$ cat src/rtl/bssc_pkg.sv
// Shared types, constants and modular add for the bounded step sequence counter.
package bssc_pkg;

    localparam int WAYS_W = 30;
    localparam logic [WAYS_W-1:0] WAYS_MOD = 30'd1000000007;

    typedef logic [WAYS_W-1:0] ways_t;

    typedef enum logic [2:0] {
        ST_IDLE,
        ST_PAIR,
        ST_UPDATE,
        ST_DRAIN,
        ST_DONE
    } bssc_state_t;

    // Phase strobes and item flags broadcast to every cell.
    typedef struct packed {
        logic pair_en;
        logic update_en;
        logic shift_en;
        logic is_first;
        logic bad;
    } bssc_ctrl_t;

    // (a + b) mod p for a, b < p.
    function automatic ways_t add_mod(input ways_t a, input ways_t b);
        logic [WAYS_W:0] s;
        s = {1'b0, a} + {1'b0, b};
        if (s >= {1'b0, WAYS_MOD}) begin
            s = s - {1'b0, WAYS_MOD};
        end
        return s[WAYS_W-1:0];
    endfunction

endpackage

$ cat src/rtl/bssc_cell.sv
// One value cell: holds the prefix count for its value and a drain-chain stage.
module bssc_cell
    import bssc_pkg::*;
#(
    parameter int CMP_W = 8,
    parameter int VALUE = 1
) (
    input  logic             aclk,
    input  bssc_ctrl_t       ctrl,
    input  logic [7:0]       fixed,
    input  logic [CMP_W-1:0] max_eff,
    input  ways_t            left_ways,
    input  ways_t            right_ways,
    input  ways_t            shift_in,
    output ways_t            ways,
    output ways_t            shift_out
);

    localparam logic [CMP_W-1:0] CELL_V = CMP_W'(VALUE);

    ways_t table_reg, table_next;
    ways_t pair_reg, pair_next;
    ways_t shadow_reg, shadow_next;
    ways_t right_eff;
    ways_t sum;
    logic  allowed;

    always_comb begin
        allowed   = !ctrl.bad && (CELL_V <= max_eff)
                    && ((fixed == 8'd0) || (CMP_W'(fixed) == CELL_V));
        // the upper neighbor only counts while it is inside the range
        right_eff = (CELL_V < max_eff) ? right_ways : '0;
        sum       = add_mod(pair_reg, right_eff);

        pair_next   = ctrl.pair_en ? add_mod(table_reg, left_ways) : pair_reg;
        table_next  = table_reg;
        shadow_next = shadow_reg;
        if (ctrl.update_en) begin
            if (!allowed) begin
                table_next = '0;
            end else if (ctrl.is_first) begin
                table_next = ways_t'(1);
            end else begin
                table_next = sum;
            end
            shadow_next = table_next;
        end else if (ctrl.shift_en) begin
            shadow_next = shift_in;
        end
    end

    always_ff @(posedge aclk) begin
        table_reg  <= table_next;
        pair_reg   <= pair_next;
        shadow_reg <= shadow_next;
    end

    assign ways      = table_reg;
    assign shift_out = shadow_reg;

endmodule

$ cat config.mk
export PLATFORM = sky130hd
export DESIGN_NAME = bssc_cell
export DESIGN_NICKNAME = d
export VERILOG_FILES = /design/src/rtl/bssc_pkg.sv /design/src/rtl/bssc_cell.sv
export SDC_FILE = /design/constraint.sdc
export NUM_CORES = 1
export LEC_CHECK = 0
export ABC_AREA = 1
export CORE_UTILIZATION = 65
export DETAILED_ROUTE_END_ITERATION = 6
export DONT_BUFFER_PORTS = 1
export HOLD_SLACK_MARGIN = 0.12
export PLACE_DENSITY = 0.87
export SLEW_MARGIN = 15
export SYNTH_ARGS = -nofsm -noshare
export SYNTH_HDL_FRONTEND = slang
export SYNTH_SLANG_ARGS = --single-unit
$ cat constraint.sdc
create_clock -name aclk -period 6.61 [get_ports aclk]
set_input_delay 0.9915 -clock aclk [delete_from_list [all_inputs] [get_ports aclk]]
set_output_delay 0.9915 -clock aclk [all_outputs]
set_load 0.1 [all_outputs]
=== Yosys cells after proc, flatten, opt, wreduce, memory -nomap -nowiden ===
Cells that the tools add are included.

* Flip-flop bits (word level): 90
* Input bits: 112
* Output and inout port bits: 60
* Logic and storage cells: 25

* Add/subtract/negate cells: 4
* Magnitude comparators: 4
* Equality and inequality tests: 1
* Muxes and demuxes: 7
* Reductions and logical operators: 6

{| class="wikitable"
|+ Operator list
! operator !! count
|-
| 30-bit 2-to-1 mux || 7
|-
| 30-bit by 30-bit adder with 31-bit output || 2
|-
| 31-bit by 30-bit greater-or-equal comparator with 1-bit output (second input constant) || 2
|-
| 30-bit subtractor (second input constant) || 2
|-
| 8-bit by 1-bit equality test with 1-bit output (second input constant) || 1
|-
| 1-bit by 8-bit less-or-equal comparator with 1-bit output (first input constant) || 1
|-
| 8-bit zero test || 1
|-
| 1-bit by 8-bit < comparator with 1-bit output (first input constant) || 1
|-
| 1-bit logical AND || 2
|-
| 2-bit nonzero test || 1
|-
| 1-bit zero test || 1
|-
| 1-bit logical OR || 1
|}

=== Longest topological paths before layout ===
* Depth after elaboration: 8
* Gate-level depth with buffers: 30
* Gate-level depth less buffers: 27

=== Worst setup path before layout ===
No wires, ideal clock.

* Path kind: input to register
* Start point: input max_eff[7]
* End point: register table_reg[8] (netlist: ways[8]) (data pin)
* Arrival: 4,319 ps
* Path slack: 2,032 ps
* Cell stages on the path: 27
* Path buffers: 4
* Cell sequence: nor4_1 -> and2_1 -> clkbuf_1 -> clkbuf_1 -> nor2_1 -> ha_1 -> inv_1 -> fa_1 -> inv_1 -> nand3_1 -> nand2_2 -> xnor2_2 -> nand3_4 -> nor2_8 -> nand2_4 -> nand2_2 -> nand2_2 -> nand2_2 -> nand2_2 -> nand2_1 -> nand2_2 -> nand2_4 -> nand2_4 -> buf_6 -> buf_6 -> a21oi_1 -> nor3_1

* Longest elaborated chain between the ends: 7

{| class="wikitable"
|+ RTL lines
! what !! line !! source
|-
| from (decl) || bssc_cell.sv:11 || <nowiki>input logic [CMP_W-1:0] max_eff,</nowiki>
|-
| 1-bit by 8-bit < comparator with 1-bit output || bssc_cell.sv:32 || <nowiki>right_eff = (CELL_V < max_eff) ? right_ways : '0;</nowiki>
|-
| 30-bit 2-to-1 mux || bssc_cell.sv:32 ||
|-
| 30-bit by 30-bit adder with 31-bit output || bssc_pkg.sv:29 || <nowiki>s = {1'b0, a} + {1'b0, b};</nowiki>
|-
| 30-bit subtractor or 31-bit by 30-bit greater-or-equal comparator with 1-bit output (tied branches) || bssc_pkg.sv:31, bssc_pkg.sv:30 ||
|-
| 30-bit 2-to-1 mux || bssc_pkg.sv:30 || <nowiki>if (s >= {1'b0, WAYS_MOD}) begin</nowiki>
|-
| 30-bit 2-to-1 mux || bssc_cell.sv:41 || <nowiki>end else if (ctrl.is_first) begin</nowiki>
|-
| 30-bit 2-to-1 mux (*) || bssc_cell.sv:39 || <nowiki>if (!allowed) begin</nowiki>
|-
| to (signal assigned) || bssc_cell.sv:53 || <nowiki>table_reg <= table_next;</nowiki>
|-
| to (decl) || bssc_cell.sv:21 || <nowiki>ways_t table_reg, table_next;</nowiki>
|}

Mark *: on every way between the ends. The rest lies on a longest branch, timed or not.
A chain may end at the register's enable or synchronous reset.

=== Worst setup path in the final report ===
* Start point: input max_eff[7]
* End point: register shadow_reg[6] (netlist: shift_out[6]) (data pin)

* Longest elaborated chain between the ends: 8

{| class="wikitable"
|+ RTL lines
! what !! line !! source
|-
| 1-bit by 8-bit < comparator with 1-bit output || bssc_cell.sv:32 ||
|-
| 30-bit 2-to-1 mux || bssc_cell.sv:32 ||
|-
| 30-bit by 30-bit adder with 31-bit output || bssc_pkg.sv:29 ||
|-
| 30-bit subtractor or 31-bit by 30-bit greater-or-equal comparator with 1-bit output (tied branches) || bssc_pkg.sv:31, bssc_pkg.sv:30 ||
|-
| 30-bit 2-to-1 mux || bssc_pkg.sv:30 ||
|-
| 30-bit 2-to-1 mux || bssc_cell.sv:41 ||
|-
| 30-bit 2-to-1 mux (*) || bssc_cell.sv:39 ||
|-
| 30-bit 2-to-1 mux (*) || bssc_cell.sv:38 || <nowiki>if (ctrl.update_en) begin</nowiki>
|-
| net shadow_next[6] || bssc_cell.sv:23 || <nowiki>ways_t shadow_reg, shadow_next;</nowiki>
|-
| to (signal assigned) || bssc_cell.sv:55 || <nowiki>shadow_reg <= shadow_next;</nowiki>
|-
| to (decl) || bssc_cell.sv:23 ||
|}

Mark *: on every way through the listed nets, which the timed path passes. The rest lies on a longest branch.

==> metrics.txt <==
# TYPE chip_impl_metric gauge
chip_impl_metric{name="die_y",unit="um"} 133
chip_impl_info{name="synthTopCellsByArea",value="edfxtp_1, nand2_1, inv_1"} 1
chip_impl_metric{name="leak_pwr",unit="uW"} 0.00603
chip_impl_metric{name="layout_worst_path_cycle_share",unit="%"} 83.5
chip_impl_metric{name="final_layout_size_suffix_gt1_share",unit="%"} 5.29
chip_impl_info{name="worstSetupEndpoint",value="shift_out[6]$_DFFE_PP_"} 1
chip_impl_metric{name="grtUsageTotal",unit="%"} 41.9
chip_impl_metric{name="post-synth-top-area-fraction",unit="%"} 24.2
chip_impl_metric{name="synthSimpleGateAreaFrac",unit="%"} 43.3
chip_impl_metric{name="grt_start_max_net_pins",unit=""} 89
chip_impl_metric{name="drt_iter0_markers",unit=""} 1685
chip_impl_metric{name="yosys.area_share.adder",unit="%"} 7.30
chip_impl_metric{name="rr_worst_depth",unit=""} 13
chip_impl_info{name="timing.rr.start",value="ways[0]$_DFFE_PP_"} 1
chip_impl_info{name="timing.hold.worst.class",value="in -> reg"} 1
chip_impl_metric{name="synthCells",unit=""} 1843
chip_impl_metric{name="area_growth_syn_to_layout",unit="%"} 3.68
chip_impl_info{name="layout.cells.most_common",value="nand2_1"} 1
chip_impl_info{name="critical_path_class",value="in -> reg"} 1
chip_impl_metric{name="routed_wire_length_per_instance",unit="um"} 18.2
chip_impl_metric{name="ctsHoldBuffers",unit=""} 0
chip_impl_metric{name="num_vias",unit=""} 12400
chip_impl_metric{name="cellPowerDensity",unit="mW/mm^2"} 266
chip_impl_metric{name="maxSlewViolCount",unit=""} 0
chip_impl_metric{name="place.port_buffers",unit=""} 0
chip_impl_metric{name="critical_path_peak_fanout",unit=""} 60
chip_impl_metric{name="worst_clock_skew",unit="ps"} 10.5
chip_impl_metric{name="placementRows",unit=""} 47
chip_impl_metric{name="synth_xor_area_share",unit="%"} 3.76
chip_impl_metric{name="layout_setup_ws",unit="ps"} 1090
chip_impl_metric{name="overflow",unit=""} 0
chip_impl_metric{name="synthesis.area",unit="sq mm"} 0.0112
chip_impl_metric{name="num_antenna_cells",unit=""} 0
chip_impl_info{name="violated_checks",value="design-rule violations"} 1
chip_impl_metric{name="placeableCoreArea",unit="sq mm"} 0.0167
chip_impl_metric{name="met1_track_demand_over_resource",unit="%"} 55.2
chip_impl_metric{name="worst_hold_path_stage_count",unit=""} 0
chip_impl_metric{name="dpl_cell_area",unit="sq mm"} 0.0113
chip_impl_metric{name="worst_ep_required_time",unit="ps"} 6720
chip_impl_metric{name="viasPerCell",unit=""} 6.06
chip_impl_metric{name="slew-limit-headroom",unit="%"} 24.5
chip_impl_info{name="critical_path.startpoint",value="max_eff[7]"} 1
chip_impl_metric{name="place_worst_setup_slack",unit="ps"} 1020
chip_impl_metric{name="clock_sink_count",unit=""} 90
chip_impl_info{name="grt_setup_unrepaired",value="false"} 1
chip_impl_info{name="synth_top_family_by_area",value="simple AND/OR/NAND/NOR gates"} 1
chip_impl_metric{name="ys_warn_count",unit=""} 0
chip_impl_metric{name="postCtsSetupBuffers",unit=""} 0
chip_impl_metric{name="finalWorstPathRequiredPeriod",unit="ps"} 5520
chip_impl_metric{name="post_synth.cell_area_avg",unit="sq um"} 6.06
chip_impl_info{name="worst_setup_path_end_kind",value="register"} 1
chip_impl_metric{name="timing.final.hold_violations",unit=""} 0
chip_impl_metric{name="hpwlAfterDp",unit="um"} 30500
chip_impl_metric{name="synth_edf_count",unit=""} 90
chip_impl_metric{name="clk_transition_reported_paths",unit="ps"} 70
chip_impl_metric{name="grt_pass1_vias",unit=""} 11100
chip_impl_metric{name="totalWireLength",unit="um"} 37300
chip_impl_metric{name="finish.cell_count_without_fillers",unit=""} 2053
chip_impl_metric{name="antenna_found_initial",unit=""} 0
chip_impl_info{name="result_of_the_run",value="complete, but fails checks"} 1
chip_impl_metric{name="met2_grt_util",unit="%"} 64.2
chip_impl_metric{name="design.die.area",unit="sq mm"} 0.0177
chip_impl_metric{name="post-place-cells",unit=""} 2037
chip_impl_metric{name="number_of_antenna_violating_nets_in_the_routed_design",unit=""} 0
chip_impl_metric{name="asyncSetResetFlopFracSynth",unit="%"} 0
chip_impl_metric{name="number_of_buffers_created_by_cts",unit=""} 9
chip_impl_info{name="startpoint_type",value="input pin"} 1
chip_impl_metric{name="ys_seq_area_share",unit="%"} 24.2
chip_impl_info{name="global_route.peak_usage_layer",value="met2"} 1
chip_impl_metric{name="cts_resized",unit=""} 0
chip_impl_metric{name="die_width",unit="um"} 133
chip_impl_metric{name="synth_compound_gate_area_share",unit="%"} 9.79
chip_impl_metric{name="drcViolationCount",unit=""} 10
chip_impl_metric{name="finalWeightedCongestion",unit=""} 1.05
chip_impl_metric{name="max_freq",unit="MHz"} 181
chip_impl_metric{name="postSynthNetCount",unit=""} 2019
chip_impl_metric{name="timing.setup.tns",unit="ps"} 0
chip_impl_metric{name="ir_worst_vdd",unit="mV"} 0.191
chip_impl_metric{name="drt_pre_antenna_iters",unit=""} 7
chip_impl_info{name="clk_root_buffer_cell",value="clkbuf_16"} 1
chip_impl_metric{name="grt_first_pass_wirelength",unit="um"} 57300
chip_impl_metric{name="layout.filler_cells",unit=""} 1519
chip_impl_metric{name="worst_skew_pair_latency",unit="ps"} 360
chip_impl_metric{name="setup_viol_count_final",unit=""} 0
chip_impl_metric{name="final_cell_area",unit="sq mm"} 0.0116
chip_impl_metric{name="synth_mux_area_share",unit="%"} 0
chip_impl_metric{name="ioPinCount",unit=""} 172
chip_impl_info{name="most_used_cells_in_the_layout_excluding_fill_and_tap_cells",value="nand2_1, inv_1, nor2_1, nand3_1, a21oi_1"} 1
chip_impl_metric{name="grt_use_met3",unit="%"} 11.2
chip_impl_metric{name="max_slew.worst_pin.slew",unit="ps"} 1130
chip_impl_metric{name="clock_tree.buffer_depth",unit=""} 2
chip_impl_metric{name="synth.ff_latch_count",unit=""} 90
chip_impl_metric{name="design_power_total",unit="uW"} 3080
chip_impl_metric{name="max_cap_viol_count",unit=""} 0
chip_impl_metric{name="ff2ff_setup_slack",unit="ps"} 1710
chip_impl_info{name="cts_tree",value="yes"} 1
chip_impl_metric{name="cp_data_arrival_time",unit="ps"} 5630
chip_impl_metric{name="ctsHtreeMaxLevel",unit=""} 3
chip_impl_info{name="r2r_end",value="pair_reg[15]$_DFFE_PP_"} 1
chip_impl_metric{name="start_util",unit="%"} 66.9
chip_impl_metric{name="synth.distinct_cells",unit=""} 53
chip_impl_info{name="synth_largest_area_cell",value="edfxtp_1"} 1
chip_impl_metric{name="final_net_count",unit=""} 2004
chip_impl_info{name="ys_dominant_reg_cell",value="edfxtp_1"} 1
## worst min path at each step
stage / startpoint / end / slack (ps)
2_1_floorplan: pair_reg[0]$_DFFE_PP_ / ways[0]$_DFFE_PP_ / 850
3_3_place_gp: pair_reg[1]$_DFFE_PP_ / ways[1]$_DFFE_PP_ / 1050
3_5_place_dp: pair_reg[3]$_DFFE_PP_ / ways[3]$_DFFE_PP_ / 1070
4_1_cts: ctrl[3] / ways[25]$_DFFE_PP_ / 740
5_1_grt: ctrl[3] / ways[25]$_DFFE_PP_ / 730
6_report: ctrl[3] / ways[25]$_DFFE_PP_ / 740
## Yosys cell counts, types with 4 or more instances
| cell | number |
|---|---|
| a21boi_0 | 6 |
| a21oi_1 | 95 |
| and2_1 | 4 |
| and3_1 | 15 |
| buf_2 | 5 |
| buf_4 | 4 |
| buf_6 | 6 |
| clkbuf_1 | 11 |
| edfxtp_1 | 90 |
| ha_1 | 62 |
| inv_1 | 283 |
| inv_2 | 16 |
| nand2_1 | 585 |
| nand2_2 | 13 |
| nand2_4 | 4 |
| nand3_1 | 165 |
| nand3_2 | 6 |
| nand3b_1 | 5 |
| nand4_1 | 36 |
| nor2_1 | 225 |
| nor2_2 | 18 |
| nor3_1 | 33 |
| nor4_1 | 4 |
| o21ai_0 | 39 |
| o21ai_1 | 30 |
| o21bai_1 | 5 |
| xnor2_1 | 10 |
| xor2_1 | 25 |
| xor2_2 | 4 |
## cell families after synthesis
| logic type | Yosys count |
|---|---|
| and+or+nand+nor | 1123 |
| buffers and inverters | 328 |
| AOI/OAI and AO/OA | 196 |
| DFF | 90 |
| adders and majority gates | 64 |
| xor gates and xnor gates | 42 |
## report_power, final
| part | switching, uW | total [uW] | internal, uW |
|---|---|---|---|
| logic | 1180 | 1640 | 466 |
| registers | 224 | 928 | 704 |
| clock network | 244 | 507 | 262 |
## stage by stage
stage          hold slack, ps  utilization [%]
2_1_floorplan             852                -
3_3_place_gp             1050             67.6
3_5_place_dp             1070             67.6
4_1_cts                   737             69.4
6_report                  745             69.4
5_1_grt                   732             69.4
## per-layer routing
| metal | routed length [um] | vias to the layer above |
|---|---|---|
| met2 | 15900 | 849 |
| met3 | 4680 | 145 |
| met5 | 0 | - |
| met4 | 1860 | 0 |
| met1 | 14900 | 5555 |
| li1 | - | 5892 |
## critical path, cell delays in order
cell	delay [ps]
nor4_1	230
and2_1	510
buf_4	320
nor2_1	70
ha_1	420
nand2_1	210
nor4_1	650
nand3b_1	200
nand2_1	120
nand2_1	50
nand2_1	190
nor2_1	120
nand3_1	110
nand2_1	70
nor2_1	260
nand2_4	410
inv_2	380
nand2_1	120
nand3_1	100
a21oi_1	70
## area by class of cell
cell class	count	area (sq um)	area share, %
Sequential cell	90	2700	23.3
Multi-Input combinational cell	1425	7180	61.9
Timing Repair Buffer	2	15.0	0.130
Inverter	300	1130	9.72
Tap cell	220	275	2.38
Clock buffer	9	225	1.94
Clock inverter	7	65.1	0.562
Power figures use the tool's default switching activity.
